File: src/rtl/u8bf_pkg.sv
// Shared types and constants for the UTF-8 ill-formed byte filter.
`default_nettype none

package u8bf_pkg;

   localparam int unsigned BurstMax = 4;

   localparam logic [7:0]  ContMask   = 8'hC0;
   localparam logic [7:0]  ContTag    = 8'h80;
   localparam logic [20:0] MinTwo     = 21'h000080;
   localparam logic [20:0] MinThree   = 21'h000800;
   localparam logic [20:0] MinFour    = 21'h010000;
   localparam logic [20:0] MaxCode    = 21'h10FFFF;
   localparam logic [20:0] SurrLow    = 21'h00D800;
   localparam logic [20:0] SurrHigh   = 21'h00DFFF;

   typedef struct packed {
      logic [7:0] in_byte;
      logic       in_last;
   } req_type;

   typedef struct packed {
      logic [7:0] out_byte;
      logic       has_byte;
      logic       string_end;
      logic       run_last;
   } rsp_type;

   // Results of one input item, lowest byte goes out first.
   typedef struct packed {
      logic [BurstMax-1:0][7:0] bytes;
      logic [2:0]               count;
      logic                     has_byte;
      logic                     string_end;
   } burst_type;

endpackage

`default_nettype wire

File: src/rtl/u8bf_decode.sv
// Sequence decoder: holds a pending UTF-8 sequence and builds the result burst.
`default_nettype none

module u8bf_decode (
   input  wire logic              clock,
   input  wire logic              reset,
   input  wire logic              advance,
   input  wire u8bf_pkg::req_type in_item,
   output logic                   emit,
   output u8bf_pkg::burst_type    burst
);

   logic [2:0]  exp_len_ff, exp_len_in;
   logic [1:0]  held_cnt_ff, held_cnt_in;
   logic [20:0] code_ff, code_in;
   logic [7:0]  held_ff [3];
   logic [7:0]  held_in [3];

   logic [7:0]  b;
   logic        is_cont;
   logic [20:0] code_next;
   logic [20:0] code_min;
   logic        code_ok;

   always_comb begin
      b         = in_item.in_byte;
      is_cont   = (b & u8bf_pkg::ContMask) == u8bf_pkg::ContTag;
      code_next = {code_ff[14:0], b[5:0]};
      case (exp_len_ff)
         3'd2:    code_min = u8bf_pkg::MinTwo;
         3'd3:    code_min = u8bf_pkg::MinThree;
         default: code_min = u8bf_pkg::MinFour;
      endcase
      code_ok = (code_next >= code_min) && (code_next <= u8bf_pkg::MaxCode) &&
                !((code_next >= u8bf_pkg::SurrLow) && (code_next <= u8bf_pkg::SurrHigh));

      exp_len_in  = exp_len_ff;
      held_cnt_in = held_cnt_ff;
      code_in     = code_ff;
      for (int i = 0; i < 3; i++) begin
         held_in[i] = held_ff[i];
      end
      burst            = '0;
      burst.string_end = in_item.in_last;

      if (exp_len_ff != 3'd0 && is_cont) begin
         if (({1'b0, held_cnt_ff} + 3'd1) >= exp_len_ff) begin
            // sequence complete: release held bytes then this one, if the code point is legal
            if (code_ok) begin
               for (int i = 0; i < 3; i++) begin
                  burst.bytes[i] = (2'(i) < held_cnt_ff) ? held_ff[i] : b;
               end
               burst.bytes[3] = b;
               burst.count    = {1'b0, held_cnt_ff} + 3'd1;
               burst.has_byte = 1'b1;
            end
            exp_len_in  = 3'd0;
            held_cnt_in = 2'd0;
            code_in     = '0;
         end else begin
            for (int i = 0; i < 3; i++) begin
               if (held_cnt_ff == 2'(i)) begin
                  held_in[i] = b;
               end
            end
            held_cnt_in = held_cnt_ff + 2'd1;
            code_in     = code_next;
         end
      end else begin
         // broken or no sequence: decode this byte as a lead
         exp_len_in  = 3'd0;
         held_cnt_in = 2'd0;
         code_in     = '0;
         case (b) inside
            [8'h00:8'h7F]: begin
               burst.bytes[0] = b;
               burst.count    = 3'd1;
               burst.has_byte = 1'b1;
            end
            [8'hC0:8'hDF]: begin
               exp_len_in  = 3'd2;
               code_in     = {16'd0, b[4:0]};
               held_in[0]  = b;
               held_cnt_in = 2'd1;
            end
            [8'hE0:8'hEF]: begin
               exp_len_in  = 3'd3;
               code_in     = {17'd0, b[3:0]};
               held_in[0]  = b;
               held_cnt_in = 2'd1;
            end
            [8'hF0:8'hF7]: begin
               exp_len_in  = 3'd4;
               code_in     = {18'd0, b[2:0]};
               held_in[0]  = b;
               held_cnt_in = 2'd1;
            end
            default: begin
               // lone continuation or invalid lead: drop
            end
         endcase
      end

      if (in_item.in_last) begin
         exp_len_in  = 3'd0;
         held_cnt_in = 2'd0;
         code_in     = '0;
         if (burst.count == 3'd0) begin
            burst.count = 3'd1;
         end
      end

      emit = burst.count != 3'd0;
   end

   always_ff @(posedge clock) begin
      if (reset) begin
         exp_len_ff  <= 3'd0;
         held_cnt_ff <= 2'd0;
         code_ff     <= '0;
      end else if (advance) begin
         exp_len_ff  <= exp_len_in;
         held_cnt_ff <= held_cnt_in;
         code_ff     <= code_in;
      end
   end

   always_ff @(posedge clock) begin
      if (advance) begin
         for (int i = 0; i < 3; i++) begin
            held_ff[i] <= held_in[i];
         end
      end
   end

endmodule

`default_nettype wire

File: src/rtl/u8bf_burst.sv
// Result register: holds one burst and hands it out one byte per item.
`default_nettype none

module u8bf_burst (
   input  wire logic                clock,
   input  wire logic                reset,
   input  wire logic                load,
   input  wire u8bf_pkg::burst_type burst,
   output logic                     can_load,
   output logic                     rsp_valid,
   input  wire logic                rsp_stall,
   output u8bf_pkg::rsp_type        rsp_data
);

   logic                                   busy_ff, busy_in;
   logic [2:0]                             rem_ff, rem_in;
   logic [u8bf_pkg::BurstMax-1:0][7:0]     bytes_ff, bytes_in;
   logic                                   has_ff, has_in;
   logic                                   end_ff, end_in;
   logic                                   take;

   always_comb begin
      take     = busy_ff && !rsp_stall;
      can_load = !busy_ff || (take && rem_ff == 3'd1);

      busy_in  = busy_ff;
      rem_in   = rem_ff;
      bytes_in = bytes_ff;
      has_in   = has_ff;
      end_in   = end_ff;
      if (load) begin
         busy_in  = 1'b1;
         rem_in   = burst.count;
         bytes_in = burst.bytes;
         has_in   = burst.has_byte;
         end_in   = burst.string_end;
      end else if (take) begin
         // advance to the next byte of the burst
         busy_in  = rem_ff != 3'd1;
         rem_in   = rem_ff - 3'd1;
         bytes_in = {8'h00, bytes_ff[u8bf_pkg::BurstMax-1:1]};
      end

      rsp_valid           = busy_ff;
      rsp_data.out_byte   = bytes_ff[0];
      rsp_data.has_byte   = has_ff;
      rsp_data.string_end = end_ff;
      rsp_data.run_last   = rem_ff == 3'd1;
   end

   always_ff @(posedge clock) begin
      if (reset) begin
         busy_ff <= 1'b0;
         rem_ff  <= 3'd0;
      end else begin
         busy_ff <= busy_in;
         rem_ff  <= rem_in;
      end
   end

   always_ff @(posedge clock) begin
      bytes_ff <= bytes_in;
      has_ff   <= has_in;
      end_ff   <= end_in;
   end

endmodule

`default_nettype wire

File: src/rtl/utf8_ill_formed_byte_filter.sv
// Top level of the UTF-8 ill-formed byte filter.
`default_nettype none

// Usage:
//   req channel: one raw byte per item (in_byte), in_last flags the final
//   byte of a string. rsp channel: bytes of well-formed sequences only,
//   with string_end on results of a string's last byte and run_last on the
//   final result of each input item. A last byte that yields nothing gives
//   one bare item with has_byte low.
//   An item is held in the input register, decoded and written to the
//   result register, from which its first result shows on the rsp port.
//   Throughput: one input item per cycle while req_stall is low. A
//   multi-byte sequence drains from the result register one byte per
//   result, and an item that would emit waits in the input register
//   until the last byte of the previous burst is taken.
//   Items that emit nothing (lead and middle bytes) pass on at once.
//   Reset clears the pending sequence and both register valids.
//   When the receiver stalls, the result holds; the stall spreads back to
//   req_stall only once the input register holds an item that must emit.
module utf8_ill_formed_byte_filter (
   input  wire logic              clock,
   input  wire logic              reset,
   input  wire logic              req_valid,
   output logic                   req_stall,
   input  wire u8bf_pkg::req_type req_data,
   output logic                   rsp_valid,
   input  wire logic              rsp_stall,
   output u8bf_pkg::rsp_type      rsp_data
);

   logic                in_valid_ff, in_valid_in;
   u8bf_pkg::req_type   in_item_ff;
   logic                accept;
   logic                move;
   logic                emit;
   logic                can_load;
   u8bf_pkg::burst_type burst;

   u8bf_decode u_decode (
      .clock   (clock),
      .reset   (reset),
      .advance (move),
      .in_item (in_item_ff),
      .emit    (emit),
      .burst   (burst)
   );

   u8bf_burst u_burst (
      .clock     (clock),
      .reset     (reset),
      .load      (move && emit),
      .burst     (burst),
      .can_load  (can_load),
      .rsp_valid (rsp_valid),
      .rsp_stall (rsp_stall),
      .rsp_data  (rsp_data)
   );

   always_comb begin
      // advance the held item unless it must emit into a busy result register
      move      = in_valid_ff && (!emit || can_load);
      req_stall = in_valid_ff && !move;
      accept    = req_valid && !req_stall;
      if (accept) begin
         in_valid_in = 1'b1;
      end else if (move) begin
         in_valid_in = 1'b0;
      end else begin
         in_valid_in = in_valid_ff;
      end
   end

   always_ff @(posedge clock) begin
      if (reset) begin
         in_valid_ff <= 1'b0;
      end else begin
         in_valid_ff <= in_valid_in;
      end
   end

   always_ff @(posedge clock) begin
      if (accept) begin
         in_item_ff <= req_data;
      end
   end

endmodule

`default_nettype wire

File: config.mk
export PLATFORM = sky130hd
export DESIGN_NAME = utf8_ill_formed_byte_filter
export DESIGN_NICKNAME = d
export VERILOG_FILES = /design/src/rtl/u8bf_pkg.sv /design/src/rtl/u8bf_decode.sv /design/src/rtl/u8bf_burst.sv /design/src/rtl/utf8_ill_formed_byte_filter.sv
export SDC_FILE = /design/constraint.sdc
export NUM_CORES = 1
export LEC_CHECK = 0
export ABC_CLOCK_PERIOD_IN_PS = 4910
export BUFFER_PORTS_ARGS = -buffer_cell sky130_fd_sc_hd__buf_4
export CELL_PAD_IN_SITES_DETAIL_PLACEMENT = 0
export CELL_PAD_IN_SITES_GLOBAL_PLACEMENT = 2
export CORE_ASPECT_RATIO = 1.75
export CORE_MARGIN = 4
export CORE_UTILIZATION = 43
export CTS_BUF_LIST = sky130_fd_sc_hd__clkbuf_4 sky130_fd_sc_hd__clkbuf_8
export DETAILED_ROUTE_END_ITERATION = 10
export GPL_ROUTABILITY_DRIVEN = 0
export GPL_TIMING_DRIVEN = 0
export PLACE_DENSITY_LB_ADDON = 0.1
export RECOVER_POWER = 50
export SKIP_LAST_GASP = 1
export SYNTH_ARGS = -nofsm -noshare
export SYNTH_HDL_FRONTEND = slang
export SYNTH_HIERARCHICAL = 1
export SYNTH_SLANG_ARGS = --single-unit
File: constraint.sdc
create_clock -name clock -period 4.91 [get_ports clock]
set_input_delay 0.7365 -clock clock [delete_from_list [all_inputs] [get_ports clock]]
set_output_delay 0.7365 -clock clock [all_outputs]
set_load 0.005 [all_outputs]
# [After elaboration in Yosys (flattened, before gate mapping)]
# Memory sizes are Yosys's and may differ from the RTL's.
# Cells that the tools add are included.
[classes] addsub=3 multipliers=0 div_mod_pow=0 n_lt_le_gt_ge=16 eq_ne=8 shift=0 mux=52 bitwise=0 reduce_logical=29
[ops] op="$mux W8" n=11
[ops] op="$mux W15" n=5
[ops] op="$mux W36" n=2
[ops] op="$mux W32" n=2
[ops] op="$mux W24" n=2
[ops] op="$mux W3" n=12
[ops] op="$pmux W17 S2" n=1
[ops] op="$ge A8 B8 Y1 const B" n=3
[ops] op="$le A8 B8 Y1 const B" n=3
[ops] op="$mux W12" n=2
[ops] op="$ge A21 B16 Y1 const B" n=1
[ops] op="$ge A21 B17 Y1" n=1
[ops] op="$le A21 B16 Y1 const B" n=1
[ops] op="$le A21 B21 Y1 const B" n=1
[ops] op="$mux W16" n=1
[ops] op="$logic_and A1 B1 Y1" n=14
[ops] op="$mux W2" n=6
[ops] op="$ge A8 B1 Y1 const B" n=1
[ops] op="$le A8 B7 Y1 const B" n=1
[ops] op="$mux W1" n=7
[ops] op="$eq A3 B2 Y1 const B" n=2
[ops] op="$logic_not A1 Y1" n=6
[ops] op="$reduce_bool A3 Y1" n=2
[ops] op="$eq A2 B2 Y1 const B" n=2
[ops] op="16 further kinds" n=19
[totals] reg_bits=68 latchBits=0 ramBits=24 romBits=0 inputBits=13 wordCells=123 n_memories=1
[mem_list] name="u_decode.held_ff" words=3 word_bits=8 read_ports=3 rd_ports_with_merged_regs=0 write_ports=3 line="u8bf_decode.sv:16" text="logic [7:0] held_ff [3];"

# [Logic depth before layout (Yosys ltp)]
[logic_depth] depth_word=20 ltp_mapped=16

# [By module]
# The synthesis kept the hierarchy.
[by_module_without_submodules] module="u8bf_decode" instances=1 cells_each=251 area_each_um2=2434.8 seq_area_each_um2=1121.1
[by_module_without_submodules] module="u8bf_burst" instances=1 cells_each=106 area_each_um2=1675.4 seq_area_each_um2=1101.1
[by_module_without_submodules] module="utf8_ill_formed_byte_filter" instances=1 cells_each=18 area_each_um2=339.1 seq_area_each_um2=290.3

# [Worst setup path before layout]
# No wires, ideal clock.
[synth_path] path_type="register -> register" startpoint="register u_decode.held_cnt_ff[1]" endpoint="register u_burst/bytes_ff[10] in the netlist's numbering, enable pin" setup_ns=0.390 t_arrival_ns=3.903 t_required_ns=4.520 slack_ns=0.616 path_stages_with_launch=16 n_path_buf=4 period_less_slack_ns=4.294 path_cell_list="dfxtp_1 > clkbuf_1 > inv_1 > ha_1 > ha_1 > nand2_1 > o21ai_0 > nand3_2 > a21o_4 > buf_2 > o211ai_1 > nand2_1 > nor2_1 > buf_2 > buf_2 > or2_1"
[synth_via] elab_chain_cells=13 word_cells_on_any_way=14 cone_classes="1 x add/sub; 1 x order compare; 5 x mux; 7 x reduce/logical"
[synth_lines] element="from (decl)" line="u8bf_decode.sv:14" text="logic [1:0] held_cnt_ff, held_cnt_in;"
[synth_lines] element="from (signal assigned)" line="u8bf_decode.sv:123" text="held_cnt_ff <= held_cnt_in;"
[synth_lines] element="$add A2 B1 Y3 (*)" line="u8bf_decode.sv:47, u8bf_decode.sv:54"
[synth_lines] element="$ge A3 B3 Y1 / $mux W36 (equally long branches)" line="u8bf_decode.sv:47, u8bf_decode.sv:49"
[synth_lines] element="$mux W36 (*)" line="u8bf_decode.sv:47" text="if (({1'b0, held_cnt_ff} + 3'd1) >= exp_len_ff) begin"
[synth_lines] element="$mux W12 (*)" line="u8bf_decode.sv:46" text="if (exp_len_ff != 3'd0 && is_cont) begin"
[synth_lines] element="$logic_not A3 Y1" line="u8bf_decode.sv:108" text="if (burst.count == 3'd0) begin"
[synth_lines] element="$mux W3" line="u8bf_decode.sv:108"
[synth_lines] element="$mux W3 (*)" line="u8bf_decode.sv:104" text="if (in_item.in_last) begin"
[synth_lines] element="$reduce_bool A3 Y1 (*)" line="u8bf_decode.sv:113" text="emit = burst.count != 3'd0;"
[synth_lines] element="via emit" line="utf8_ill_formed_byte_filter.sv:35" text="logic emit;"
[synth_lines] element="$logic_not A1 Y1" line="utf8_ill_formed_byte_filter.sv:61" text="move = in_valid_ff && (!emit || can_load);"
[synth_lines] element="$logic_or A1 B1 Y1" line="utf8_ill_formed_byte_filter.sv:61"
[synth_lines] element="$logic_and A1 B1 Y1" line="utf8_ill_formed_byte_filter.sv:61"
[synth_lines] element="$logic_and A1 B1 Y1 (*)" line="utf8_ill_formed_byte_filter.sv:51" text=".load (move && emit),"
[synth_lines] element="$reduce_bool A2 Y1 (no source line) (*)"
[synth_lines] element="to (signal assigned)" line="u8bf_burst.sv:62" text="bytes_ff <= bytes_in;"
[synth_lines] element="to (decl)" line="u8bf_burst.sv:17" text="logic [u8bf_pkg::BurstMax-1:0][7:0] bytes_ff, bytes_in;"
# The timed path passes the listed nets; every way through them passes the cells marked *.
# A chain may end at the register's enable or synchronous reset.

==> flow_summary.toml <==
[status]
status = "finished clean"

[clocking]
cts_sinks = 92
cts_buffers = 9
ctsHoldBuffers = 0
cts_buffer_depth = 2
clkTransAtPathRegs_ps = 90
cts_tree = "done"
htree_levels = 3
clkLatencyLatePin_ps = 360
clock-root-buffer = "clkbuf_8"

[sta]
setup_viol = 0
drv_slew = 0
period_minus_slack_ps = 4733
worst_hold_slack_ps = 488.1
tightest_slew_ps = 698.3
rsz0062_at_grt = "yes"
hold_viol = 0
period_share_pct = 96.39
fin_skew_ps = 9.152
fmax_mhz = 211.3
slew_headroom_pct = 53.45

[setup_path]
cp-startpoint = "u_decode/exp_len_ff[1]$_SDFFE_PP0P_"
cp-end-kind = "flip-flop"
path_cells = "inv_1, nor3_1, ha_1, nor4b_1, and4_1, o41ai_2, a21o_4, buf_2, o211ai_1, a21boi_1, clkbuf_1, nand2_1, nor3_4"
cp_data_required_time_ps = 4910
cp-endpoint = "u_decode/held_ff[0][16]$_DFFE_PP_"
critical_path_depth = 13
rr_startpoint = "u_decode/exp_len_ff[1]$_SDFFE_PP0P_"
worst-setup-path-type = "flip-flop to flip-flop"
critPathLaunchType = "flip-flop"
reg2regPathDepth = 13
max_stage_delay_ps = 520
crit_slowest_cell = "a21boi_1"
cpLargestDelayFamily = "simple AND/OR/NAND/NOR gates"
crit_fanout = 10
reg2reg_to = "u_decode/held_ff[0][16]$_DFFE_PP_"
rrSetupSlack_ps = 180
critPathArrivalTime_ps = 4740
critPathBufInv = 3

[layout]
final_cell_area_um2 = 4995
n_fill_cell = 933
drive_above_1_share_pct = 19.95
area_growth_syn_to_layout_pct = 12.26
nNetsFinal = 435
regArea_um2 = 2512
multi_input_area_um2 = 1712
final_cells = 541
diodes = 0

[place]
dp_hpwl_mm = 7.337
io_buffers = 25
placed_area_um2 = 4793
dp.cells = 525

[grt]
grt_start_max_net_pins = 33
grt_pass1_vias = 2939
grt_pass1_wl_mm = 16.06
grt_overflow = 0
groute.usage.overall_pct = 17.48
antenna_found_initial = 0

[routing]
firstDrtPassIters = 4
ant_nets = 0
drt_wl_total_mm = 9.907
drt_first_iter_violations = 114
drt-wirelength-per-cell_um = 18.31
vias = 2877
drc = 0
vias_per_cell = 5.318

[synthesis]
ys.flop_type = "edfxtp_1"
synth_top_family_by_area = "simple AND/OR/NAND/NOR gates"
synthMuxAreaShare_pct = 10.35
synthSimpleGateAreaFrac_pct = 14.45
synth_xor_area_share_pct = 0.3937
syn_nets = 399
synth_seq_cells = 92
synth_compound_area_share_pct = 9.533
synth_edf_count = 67
synthAdderAreaFrac_pct = 3.093
syn_inst = 375
synthArstFlopShare_pct = 0
synth_cell_types = 57
postSynthAreaPerCell_um2 = 11.86
ys_seq_area_share_pct = 56.47
netlist_area_um2 = 4449
yosysWarnings = 6

[floorplanning]
start_util_pct = 44.63
die_width_um = 84.90
die_h_um = 142.6
row_count = 48
io_pins = 26
coreArea_um2 = 9970
dieArea_um2 = 12100

[pwr]
leakage_nw = 1.811
ir_drop_v = 0.0001363
p_total_mw = 1.488
powerDensity_nw_per_um2 = 297.9

[worst_hold_path]
min_path_type = "flip-flop to flip-flop"

[flow_run]
drv_cap = 0
Yosys cell counts, types with 3 or more instances:
master     number  area [µm²]
nor4b_1         4       35.03
a211oi_1        3       22.52
mux2_1         13       146.4
nor3_1          8       40.04
mux2_2         11       123.9
mux2i_1        19       190.2
nor2b_1        13       81.33
edfxtp_1       67        2012
and2_1         22       137.6
a2bb2oi_1       3       26.28
nor2_1         48       180.2
a21oi_1        19       95.09
a32o_1          7       70.07
dfxtp_1        25       500.5
nand2_1        10       37.54
ha_1           11       137.6
buf_2           6       30.03
buf_4          12       90.09
buf_6           3       33.78
clkbuf_1       10       37.54
nand2b_1        5       31.28
inv_1          13       48.80
placed cells by master, fill, tap and decap left out, types with 4 or more instances in the layout:
cell	instances
mux2_2	11
a21oi_1	19
and2_1	22
clkbuf_4	10
dfxtp_1	25
nand2_1	10
nor4b_1	4
nor3_1	6
buf_4	27
clkbuf_1	9
a32o_1	7
mux2_1	13
inv_1	13
clkbuf_8	10
nor2b_1	13
nor2_1	48
mux2i_1	19
nand2b_1	5
ha_1	11
buf_2	6
edfxtp_1	67
worst min-delay path by stage:
| stage | start | end | slack (ps) | depth (start not counted) |
|---|---|---|---|---|
| 5_1_grt | in_item_ff[4]$_DFFE_PP_ | u_decode/held_ff[0][19]$_DFFE_PP_ | 520 | 0 |
| 3_3_place_gp | in_item_ff[4]$_DFFE_PP_ | u_decode/held_ff[0][19]$_DFFE_PP_ | 450 | 0 |
| 4_1_cts | in_item_ff[4]$_DFFE_PP_ | u_decode/held_ff[0][19]$_DFFE_PP_ | 500 | 0 |
| 3_5_place_dp | in_item_ff[4]$_DFFE_PP_ | u_decode/held_ff[0][19]$_DFFE_PP_ | 470 | 0 |
| 6_report | in_item_ff[4]$_DFFE_PP_ | u_decode/held_ff[0][19]$_DFFE_PP_ | 490 | 0 |
| 2_1_floorplan | in_item_ff[8]$_DFFE_PP_ | u_decode/held_ff[0][15]$_DFFE_PP_ | 440 | 0 |
sequential cells by signal, summed over array words and instances (netlist names):
signal                count
u_decode/held_cnt_ff      2
u_burst/has_ff            1
in_valid_ff               1
u_decode/exp_len_ff       3
u_burst/rsp_data          8
in_item_ff                9
u_burst/rem_ff            3
u_burst/rsp_valid         1
u_burst/end_ff            1
u_decode/code_ff         15
u_decode/held_ff         24
u_burst/bytes_ff         24
per-layer routing:
metal  global-route usage [%]  wire length, µm
met5                        0                0
met4                    9.258              313
met3                    1.564              268
met2                    31.35             5365
met1                    20.45             3959
kinds of logic (layout without fill, tap and decap cells):
logic type	Yosys count	after routing
other	1	1
DFF	92	92
xor gates and xnor gates	2	2
muxes	43	43
buffers and inverters	46	87
AOI/OAI and AO/OA	56	56
adders and majority gates	11	11
and+or+nand+nor	124	124
cell type report:
type                    instances  area share (%)
flip-flops and latches         92           50.30
multi-input cells             237           34.27
plain buffers                  32           3.933
repair buffers                 25           3.758
well taps                     125           3.131
clock buffers                  10           2.756
inverters                      14           1.102
clock inverters                 6          0.7515
through the flow:
step / worst slack (ps) / setup TNS [ps] / utilization, %
floorplan: 616.2 / 0 / -
global placement: -730.2 / -31060 / 48.08
detailed placement: -747.8 / -30880 / 48.08
CTS: -8.520 / -39.48 / 49.97
global route: -52.20 / -2073 / 50.10
finish: 177.2 / 0 / 50.10
what timing repair did:
item | CTS | global route
setup endpoints to repair | 48 | 16
buffers inserted | 0 | 0
pin swaps | 0 | 0
resized for setup | 5 | 2
power by group:
group | total [mW] | internal (mW) | leakage [nW] | switching (mW)
Combinational | 0.137 | 0.0632 | 0.897 | 0.0733
Clock | 0.464 | 0.196 | 0.0861 | 0.267
Sequential | 0.888 | 0.872 | 0.827 | 0.0162
No activity file was read; power rests on OpenSTA's default activity.
